===== src/design/ftcl_pkg.sv =====
// shared types and codes for the frame tick timer list
`default_nettype none
package ftcl_pkg;

  // command codes
  localparam logic [1:0] CMD_TICK      = 2'd0;
  localparam logic [1:0] CMD_ADD       = 2'd1;
  localparam logic [1:0] CMD_CLR_NOW   = 2'd2;
  localparam logic [1:0] CMD_CLR_NEXT  = 2'd3;

  // status codes
  localparam logic [1:0] ST_OK         = 2'd0;
  localparam logic [1:0] ST_BAD_WAIT   = 2'd1;
  localparam logic [1:0] ST_FULL       = 2'd2;

  // input request
  typedef struct packed {
    logic [1:0]         cmd;
    logic signed [31:0] wait_ticks;
    logic [7:0]         callback_tag;
  } in_t;

  // result item
  typedef struct packed {
    logic       fired;
    logic [7:0] fired_tag;
    logic [1:0] status;
    logic [4:0] active_count;
    logic       last;
  } out_t;

  // one timer held in a cell
  typedef struct packed {
    logic [7:0]         tag;
    logic signed [31:0] remaining;
  } entry_t;

  // per-cell control
  typedef struct packed {
    logic load;
    logic shift;
  } cell_ctl_t;

endpackage
`default_nettype wire


===== src/design/ftcl_cell.sv =====
// one list cell: loads a new timer or takes its right neighbor's timer
`default_nettype none
module ftcl_cell
  import ftcl_pkg::*;
(
  input  wire logic      clk,
  input  wire cell_ctl_t ctl,
  input  wire entry_t    new_d,
  input  wire entry_t    nbr_d,
  output entry_t         q
);

  entry_t q_r;
  entry_t q_nxt;

  // load wins over the shift toward the head
  always_comb begin
    q_nxt = q_r;
    if (ctl.load) begin
      q_nxt = new_d;
    end else if (ctl.shift) begin
      q_nxt = nbr_d;
    end
  end

  always_ff @(posedge clk) begin
    q_r <= q_nxt;
  end

  assign q = q_r;

endmodule
`default_nettype wire


===== src/design/ftcl_fire_buf.sv =====
// buffer of expired tags collected during a tick walk
`default_nettype none
module ftcl_fire_buf #(
  parameter int SLOTS = 16,
  parameter int IW    = 4
) (
  input  wire logic          clk,
  input  wire logic          wr_en,
  input  wire logic [IW-1:0] wr_idx,
  input  wire logic [7:0]    wr_tag,
  input  wire logic [IW-1:0] rd_idx,
  output logic [7:0]         rd_tag
);

  logic [7:0] tag_r [SLOTS];

  // write one expired tag per walk step
  always_ff @(posedge clk) begin
    if (wr_en) begin
      tag_r[wr_idx] <= wr_tag;
    end
  end

  assign rd_tag = tag_r[rd_idx];

endmodule
`default_nettype wire


===== src/design/frame_tick_callback_timer_list_top.sv =====
// top level of the frame tick timer list: control, cell chain, result register
//
//   channel | ports                          | direction
//   --------+--------------------------------+----------
//   input   | in_valid, in_ready, in_data    | in
//   result  | out_valid, out_ready, out_data | out
//
// add and clear requests give one result each, as does a tick that meets a deferred clear.
// a tick over n timers otherwise walks the chain, one timer leaving the head
// each cycle, then gives one result per expired timer (or one if none expired).
// rst_n empties the list and drops a deferred clear; the cells are not reset.
// a request is taken only when idle and the result register can be loaded.
`default_nettype none
module frame_tick_callback_timer_list_top
  import ftcl_pkg::*;
#(
  parameter int SLOTS = 16
) (
  input  wire logic clk,
  input  wire logic rst_n,
  input  wire logic in_valid,
  output logic      in_ready,
  input  wire in_t  in_data,
  output logic      out_valid,
  input  wire logic out_ready,
  output out_t      out_data
);

  localparam int CW = $clog2(SLOTS + 1);
  localparam int IW = (SLOTS > 1) ? $clog2(SLOTS) : 1;

  localparam logic [1:0] S_IDLE = 2'd0;
  localparam logic [1:0] S_WALK = 2'd1;
  localparam logic [1:0] S_EMIT = 2'd2;

  logic [1:0]    state_r, state_nxt;
  logic [CW-1:0] count_r, count_nxt;
  logic [CW-1:0] active_r, active_nxt;
  logic          clr_req_r, clr_req_nxt;
  logic [CW-1:0] u_r, u_nxt;
  logic [CW-1:0] w_r, w_nxt;
  logic [CW-1:0] nf_r, nf_nxt;
  logic [IW-1:0] rd_r, rd_nxt;
  logic          out_valid_r, out_valid_nxt;
  out_t          out_r, out_nxt;

  entry_t        cell_q [SLOTS];
  entry_t        new_d;
  entry_t        head;
  logic signed [31:0] dec;
  logic          survive;
  logic          can_load;
  logic          accept;
  logic          add_wr;
  logic          walk_step;
  logic [CW-1:0] ins_idx;
  logic [7:0]    fire_tag;
  logic          wait_bad;

  assign can_load  = !out_valid_r || out_ready;
  assign in_ready  = (state_r == S_IDLE) && can_load;
  assign accept    = in_valid && in_ready;
  assign head      = cell_q[0];
  assign dec       = head.remaining - 32'sd1;
  assign survive   = (dec > 32'sd0);
  assign walk_step = (state_r == S_WALK);
  assign ins_idx   = u_r + w_r - CW'(1);
  assign wait_bad  = (in_data.wait_ticks == 32'sd0) || in_data.wait_ticks[31];
  assign add_wr    = accept && (in_data.cmd == CMD_ADD) && !wait_bad
                     && (count_r != CW'(SLOTS));

  // data for a loading cell: a new timer on add, the decremented head on a walk
  always_comb begin
    if (walk_step) begin
      new_d.tag       = head.tag;
      new_d.remaining = dec;
    end else begin
      new_d.tag       = in_data.callback_tag;
      new_d.remaining = in_data.wait_ticks;
    end
  end

  // cell chain, head at index 0
  for (genvar i = 0; i < SLOTS; i++) begin : g_cell
    cell_ctl_t ctl;
    entry_t    nbr;
    assign ctl.load  = (add_wr && (count_r == CW'(i)))
                       || (walk_step && survive && (ins_idx == CW'(i)));
    assign ctl.shift = walk_step;
    if (i == SLOTS - 1) begin : g_end
      assign nbr = cell_q[i];
    end else begin : g_mid
      assign nbr = cell_q[i + 1];
    end
    ftcl_cell u_cell (
      .clk   (clk),
      .ctl   (ctl),
      .new_d (new_d),
      .nbr_d (nbr),
      .q     (cell_q[i])
    );
  end

  // expired tags in list order
  ftcl_fire_buf #(
    .SLOTS (SLOTS),
    .IW    (IW)
  ) u_fire_buf (
    .clk    (clk),
    .wr_en  (walk_step && !survive),
    .wr_idx (nf_r[IW-1:0]),
    .wr_tag (head.tag),
    .rd_idx (rd_r),
    .rd_tag (fire_tag)
  );

  // control and result register next values
  always_comb begin
    state_nxt     = state_r;
    count_nxt     = count_r;
    active_nxt    = active_r;
    clr_req_nxt   = clr_req_r;
    u_nxt         = u_r;
    w_nxt         = w_r;
    nf_nxt        = nf_r;
    rd_nxt        = rd_r;
    out_nxt       = out_r;
    out_valid_nxt = out_valid_r && !out_ready;

    unique case (state_r)
      S_IDLE: begin
        if (accept) begin
          out_nxt.fired        = 1'b0;
          out_nxt.fired_tag    = 8'd0;
          out_nxt.status       = ST_OK;
          out_nxt.active_count = 5'(active_r);
          out_nxt.last         = 1'b1;
          out_valid_nxt        = 1'b1;
          unique case (in_data.cmd)
            CMD_TICK: begin
              if (clr_req_r || (count_r == '0)) begin
                clr_req_nxt          = 1'b0;
                count_nxt            = '0;
                active_nxt           = '0;
                out_nxt.active_count = 5'd0;
              end else begin
                out_valid_nxt = 1'b0;
                state_nxt     = S_WALK;
                u_nxt         = count_r;
                w_nxt         = '0;
                nf_nxt        = '0;
              end
            end
            CMD_ADD: begin
              if (wait_bad) begin
                out_nxt.status = ST_BAD_WAIT;
              end else if (count_r == CW'(SLOTS)) begin
                out_nxt.status = ST_FULL;
              end else begin
                count_nxt = count_r + CW'(1);
              end
            end
            CMD_CLR_NOW: begin
              count_nxt            = '0;
              active_nxt           = '0;
              out_nxt.active_count = 5'd0;
            end
            CMD_CLR_NEXT: begin
              clr_req_nxt = 1'b1;
            end
            default: begin
              out_nxt.status = ST_OK;
            end
          endcase
        end
      end
      S_WALK: begin
        u_nxt = u_r - CW'(1);
        if (survive) begin
          w_nxt = w_r + CW'(1);
        end else begin
          nf_nxt = nf_r + CW'(1);
        end
        if (u_r == CW'(1)) begin
          count_nxt  = w_nxt;
          active_nxt = w_nxt;
          rd_nxt     = '0;
          state_nxt  = S_EMIT;
        end
      end
      S_EMIT: begin
        if (can_load) begin
          out_valid_nxt        = 1'b1;
          out_nxt.status       = ST_OK;
          out_nxt.active_count = 5'(active_r);
          if (nf_r == '0) begin
            out_nxt.fired     = 1'b0;
            out_nxt.fired_tag = 8'd0;
            out_nxt.last      = 1'b1;
            state_nxt         = S_IDLE;
          end else begin
            out_nxt.fired     = 1'b1;
            out_nxt.fired_tag = fire_tag;
            out_nxt.last      = ((CW'(rd_r) + CW'(1)) == nf_r);
            rd_nxt            = rd_r + IW'(1);
            if ((CW'(rd_r) + CW'(1)) == nf_r) begin
              state_nxt = S_IDLE;
            end
          end
        end
      end
      default: begin
        state_nxt = S_IDLE;
      end
    endcase
  end

  // control registers
  always_ff @(posedge clk) begin
    if (!rst_n) begin
      state_r     <= S_IDLE;
      count_r     <= '0;
      active_r    <= '0;
      clr_req_r   <= 1'b0;
      out_valid_r <= 1'b0;
    end else begin
      state_r     <= state_nxt;
      count_r     <= count_nxt;
      active_r    <= active_nxt;
      clr_req_r   <= clr_req_nxt;
      out_valid_r <= out_valid_nxt;
    end
  end

  // walk counters and result payload
  always_ff @(posedge clk) begin
    u_r   <= u_nxt;
    w_r   <= w_nxt;
    nf_r  <= nf_nxt;
    rd_r  <= rd_nxt;
    out_r <= out_nxt;
  end

  assign out_valid = out_valid_r;
  assign out_data  = out_r;

endmodule
`default_nettype wire


===== config.mk =====
export PLATFORM = sky130hd
export DESIGN_NAME = frame_tick_callback_timer_list_top
export DESIGN_NICKNAME = d
export VERILOG_FILES = /design/src/design/ftcl_pkg.sv /design/src/design/ftcl_cell.sv /design/src/design/ftcl_fire_buf.sv /design/src/design/frame_tick_callback_timer_list_top.sv
export SDC_FILE = /design/constraint.sdc
export NUM_CORES = 1
export LEC_CHECK = 0
export ABC_AREA = 1
export BUFFER_PORTS_ARGS = -buffer_cell sky130_fd_sc_hd__buf_2
export CAP_MARGIN = 20
export CELL_PAD_IN_SITES_DETAIL_PLACEMENT = 0
export CELL_PAD_IN_SITES_GLOBAL_PLACEMENT = 1
export CORE_MARGIN = 2
export CORE_UTILIZATION = 25
export DETAILED_ROUTE_END_ITERATION = 10
export HOLD_SLACK_MARGIN = 0.05
export PLACE_DENSITY_LB_ADDON = 0.1
export SKIP_CTS_REPAIR_TIMING = 1
export SLEW_MARGIN = 0
export SYNTH_ARGS = -nofsm -noshare
export SYNTH_HDL_FRONTEND = slang
export SYNTH_SLANG_ARGS = --single-unit

===== constraint.sdc =====
create_clock -name clk -period 5.2 [get_ports clk]
set_input_delay 1.56 -clock clk [delete_from_list [all_inputs] [get_ports clk]]
set_output_delay 1.56 -clock clk [all_outputs]
set_load 0.03 [all_outputs]

# ---- Word level (Yosys, flattened, before mapping)
# Memories as Yosys holds them, arrays and structs flattened. A register that Yosys moved wholly into a read port is not among the register bits.
# Cells that the tools add are included.
dict set report totals {
  ramBits 128
  regBits 690
  memories 1
}
# name words word_bits rd rd_clocked_by_memory_dff wr line
set memory_table {}
lappend memory_table {u_fire_buf.tag_r 16 8 1 1 1 ftcl_fire_buf.sv:15} ;# logic [7:0] tag_r [SLOTS];
dict set report op_classes {
  mux 83
  addsub 9
  n_reduce_logical 96
  n_lt_le_gt_ge 1
  n_eq_ne 52
}
# op n
set op_table {}
lappend op_table {{$mux 40} 31}
lappend op_table {{$eq 5x4->1 const B} 16}
lappend op_table {{$mux 5} 15}
lappend op_table {{$pmux 5 s2} 6}
lappend op_table {{$eq 5x3->1 const B} 8}
lappend op_table {{$logic_and 1x1->1} 40}
lappend op_table {{$reduce_bool 2->1} 19}
lappend op_table {{$mux 17} 2}
lappend op_table {{$pmux 17 s2} 1}
lappend op_table {{$gt 32x1->1 const B} 1}
lappend op_table {{$logic_not 32->1} 1}
lappend op_table {{$sub 32x2->32 const B} 1}
lappend op_table {{$eq 5x2->1 const B} 4}
lappend op_table {{$mux 2} 10}
lappend op_table {{$logic_or 1x1->1} 19}
lappend op_table {{$mux 4} 4}
lappend op_table {{$add 5x1->5 const B} 3}
lappend op_table {{$eq 5x1->1 const B} 3}
lappend op_table {{$logic_not 5->1} 3}
lappend op_table {{$pmux 5 s3} 1}
lappend op_table {{$ne 2x2->1 const B} 6}
lappend op_table {{$ne 3x3->1 const B} 4}
lappend op_table {{$reduce_and 4->1} 3}
lappend op_table {{$sub 5x1->5 const B} 2}
lappend op_table {{other kinds (21)} 38}

# ---- Logic depth before layout (Yosys ltp)
dict set report logic_depth {
  ltp_word 10
  depth_mapped 22
}

# ---- Modules after synthesis
# Synthesis repeated with hierarchy kept, for this count alone.
dict set report hier_totals {
  cells_unflattened 4056
  area_unflattened_um2 39434.1
}
# mod instances area_per_inst_um2 seq_area_each_um2 cells_each
set by_module_without_submodules {}
lappend by_module_without_submodules {ftcl_cell 16 1811.7 1201.2 171}
lappend by_module_without_submodules {ftcl_fire_buf 1 5606.6 3843.7 543}
lappend by_module_without_submodules {frame_tick_callback_timer_list_top 1 4839.6 1361.3 777}

# ---- Worst setup path after synthesis
# OpenSTA, ideal clock, no wires.
dict set report synth_path {
  path_type {register -> register}
  start {reg w_r[3]}
  end {reg g_cell[15].u_cell.q_r, in the netlist g_cell[15].u_cell.q[0], enable pin}
  t_arrival_ns 4.753
  setup_ns 0.498
  synth_period_minus_slack_ns 5.251
  stages_incl_launch_ff 12
  required_ns 4.702
  slack_ns -0.051
  cell_sequence {edfxtp_1 > inv_1 > ha_1 > inv_1 > ha_1 > nand2_1 > nor2_1 > a211oi_1 > xor2_1 > inv_1 > nand2_1 > o31ai_1}
}
# element line
set synth_rtl {}
lappend synth_rtl {{start: declaration} frame_tick_callback_timer_list_top.sv:41} ;# logic [CW-1:0] w_r, w_nxt;
lappend synth_rtl {{start signal: assignment} frame_tick_callback_timer_list_top.sv:238} ;# w_r <= w_nxt;
lappend synth_rtl {{end signal: assignment} ftcl_cell.sv:27} ;# q_r <= q_nxt;
lappend synth_rtl {{end: declaration} ftcl_cell.sv:13} ;# entry_t q_r;

# ---- Final worst setup path
dict set report layout_path {
  start {reg g_cell[0].u_cell.q_r, in the netlist g_cell[0].u_cell.q[8]}
  end {mem u_fire_buf.tag_r[5][1], enable pin}
}
dict set report layout_between {
  elab_chain_len 6
}
# element line
set layout_lines {}
lappend layout_lines {{start: declaration} ftcl_cell.sv:13}
lappend layout_lines {{start signal: assignment} ftcl_cell.sv:27}
lappend layout_lines {{$sub 32x2->32} frame_tick_callback_timer_list_top.sv:64} ;# assign dec = head.remaining - 32'sd1;
lappend layout_lines {{$gt 32x1->1} frame_tick_callback_timer_list_top.sv:65} ;# assign survive = (dec > 32'sd0);
lappend layout_lines {{$logic_not 1->1} frame_tick_callback_timer_list_top.sv:110} ;# .wr_en (walk_step && !survive),
lappend layout_lines {{$logic_and 1x1->1} frame_tick_callback_timer_list_top.sv:110}
lappend layout_lines {{$mux 1} ftcl_fire_buf.sv:19} ;# if (wr_en) begin
lappend layout_lines {{$mux 1 (implied by the code)} ftcl_fire_buf.sv:20} ;# tag_r[wr_idx] <= wr_tag;
lappend layout_lines {{end: declaration} ftcl_fire_buf.sv:15}
# Every way passes these cells.

==> summary.md <==
| Metric | Value |
|---|---|
| Clock sink total | approximately 820 |
| Critical Path AT | approximately 4.5 ns |
| Setup crit end kind | flop |
| Vias per Instance | between 3 and 4 |
| Crit path time final | slightly above 4 ns |
| Cell Pwr Density | around 450 nW/um2 |
| Worst R2R Path Depth | 13 |
| Distinct cells, synth | 44 |
| Final hold slack | approximately 0.46 ns |
| Final number of hold-violating endpoints | 0 |
| Max frequency | around 240 MHz |
| DRC errors left | 0 |
| Most common cell after layout, fill and taps aside | nand2_1 |
| Status | completed |
| Slew margin rel. | approximately 39% |
| Critical Path Fanout Max | 8 |
| RSZ-0062 raised after global routing | no |
| Setup violators final | 0 |
| Die Span X | 390 um |
| # IOs | 65 |
| Syn nets | 3857 |
| Post-DP HPWL | 65400 um |
| Routed via count | between 20000 and 25000 |
| Overflow left after global routing | 0 |
| Setup_tns | 0 ns |
| DR WL/cell | around 15 um |
| Port bufs | 64 |
| Area Growth Syn to Fin | 15.4% |
| Root Buffer | clkbuf_16 |
| Max Cap Viol | 0 |
| Setup slack, reg-to-reg | 1.08 ns |
| Vias in the first global route | 22900 |
| Net count of the finished layout | approximately 3900 |
| Area of the die | around 150000 um2 |
| Clk pin slew, worst setup/hold paths | about 0.06 ns |
| Reg-to-Reg End | u_fire_buf.tag_r[5][1] |
| Sequential area share after synthesis | approximately two thirds |
| Share of cells above drive strength 1 | a little over a tenth |
| Worst hold-check path type | reg -> reg |
| CTS Buffer Depth | 3 |
| Hold Path Sink | clr_req_r |
| Initial antenna violation count | 0 |
| Fin crit share | between 70% and 80% |
| Cell leakage power | ~17 nW |
| Flop and latch count out of synthesis | around 820 |
| Clock Latency Late Sink | roughly 0.70 ns |
| Die height | between 300 and 400 um |
| Hold Path Cell Cnt | 2 |
| Hold path start | clr_req_r |
| Core Rows | about 140 |
| Total power draw | 19.4 mW |
| Tot GR Track Use | 12.0% |
| Nature of the critical path startpoint | flop |
| RD Place Congestion | between 0.7 and 0.8 |
| Inserted Clock Buffers | between 100 and 150 |
| Critical path class | reg -> reg |
| Critical register-to-register path startpoint | g_cell[0].u_cell.q[8] |
| Routed wire length | roughly 90000 um |
| CTS tree | yes |
| Iteration-0 DRC count of the detailed router | about 1200 |
| Final Max Slew Viols | 0 |
| Worst-Margin Slew | 0.907 ns |
| Clock skew | 0.0560 ns |
| Final core utilization | 29.1% |
| Core Area | around 150000 um2 |
| Worst path required time | approximately 5.6 ns |
| Detail Route Antenna Nets | 0 |
| Largest net degree at the start of global routing | 69 |
| VDD IR-drop max | between 0.2 and 0.25 mV |
| Syn avg cell area | between 9 and 10 um2 |
| First-pass GRT wire length | ~140000 um |
| Synthesized area | between 30000 and 40000 um2 |
| Commonest cells after routing, fill and taps aside | 1984 x nand2_1, 804 x edfxtp_1, 165 x inv_1 |
| Synth Warn # | 0 |
| H-tree depth | 3 |
| Initial cell density of the core | 25.2% |
| N_diodes | 0 |
| Mapped Cells | around 3800 |
| DRT Pass-1 Iters | 7 |
-- kinds of logic after synthesis --
logic type      Yosys count  share of synthesized area [%]
compound gates          197                           2.83
xor+xnor                 21                          0.493
fa+ha+maj                23                          0.792
buf+inv                 378                           4.94
flops                   822                           65.7
mux                      36                          0.980
simple gates           2311                           24.3
-- metrics by stage --
stage                     area (um2)  setup WS [ns]  instances
after floorplan                37300          0.702       3788
after global placement         39900        -0.0381       5696
after detailed placement       40000          0.310       5698
after CTS                      43000          0.908       5881
after global routing           43000          0.752       5883
final                          43000           1.08       5883
-- cells in the mapped netlist (all sizes together) --
cell	n	area, um2
a211oi	2	15.0
a21oi	51	255
a31oi	28	175
buf	119	846
clkbuf	78	293
clkinv	2	7.51
dfxtp	18	360
edfxtp	804	24100
fa	1	20.0
ha	22	275
inv	179	694
mux2	4	45.0
mux2i	32	320
nand2	2042	7820
nand3	50	268
nand3b	3	22.5
nand4	15	93.8
nor2	174	693
nor3	20	105
nor3b	1	7.51
nor4	3	18.8
o211ai	8	60.1
o21ai	105	526
o21bai	1	7.51
o31ai	2	15.0
or2	3	18.8
xnor2	6	52.6
xor2	15	131
-- metal layers --
layer | routed length, um | track usage [%] | up-vias | share of wire, %
met1 | 46500 | 17.3 | 10100 | 51
met3 | 3270 | 2.08 | 151 | 3.6
li1 | - | - | 12500 | -
met2 | 38900 | 18.0 | 266 | 43
met4 | 2380 | 4.00 | 0 | 2.6
met5 | 0 | 0 | - | 0
-- report_power, final --
group	switching (mW)	leakage [nW]	internal (mW)
combinational	2.86	8.46	0.977
clock	2.77	1.48	3.76
sequential	0.422	7.47	8.64
-- registers in the layout (all words and copies together), names as in the netlist, named ones only --
register	flops
rd_r	4
out_valid	1
active_r	5
u_fire_buf.tag_r	128
count_r	5
state_r	2
w_r	5
u_r	5
out_data	17
g_cell.u_cell.q	640
nf_r	5
clr_req_r	1
-- worst max-delay path, cell delays in order, from the launching register on --
cell and delay [ns]:
edfxtp_1 0.46, nor2_2 0.24, nand2_1 0.12, nor2_2 0.24
nand3_1 0.19, nor3_1 0.46, xor2_1 0.76, inv_1 0.23
nand2_1 0.27, nand2_1 0.22, inv_1 0.14, nand2_1 0.13
nor2_1 0.11, buf_4 0.22
-- worst max-delay path by stage --
| stage | startpoint | endpoint | slack (ns) | cells past startpoint |
|---|---|---|---|---|
| detailed placement | in_data[9] | g_cell[1].u_cell.q[17] | 0.31 | 15 |
| CTS | g_cell[0].u_cell.q[8] | g_cell[1].u_cell.q[30] | 0.91 | 14 |
| floorplan | out_ready | g_cell[4].u_cell.q[0] | 0.70 | 10 |
| global placement | in_data[39] | g_cell[12].u_cell.q[15] | -0.04 | 14 |
| finish | g_cell[0].u_cell.q[8] | u_fire_buf.tag_r[5][1] | 1.08 | 13 |
| global route | g_cell[0].u_cell.q[8] | g_cell[1].u_cell.q[27] | 0.75 | 14 |
-- area by class of cell --
class	count	area [um2]
Sequential cell	822	24500
Inverter	181	702
Clock inverter	48	394
Clock buffer	135	2680
Fill cell	15500	105000
Multi-Input combinational cell	2588	11100
Tap cell	1930	2410
Timing Repair Buffer	179	1280
Power figures use the tool's default switching activity.
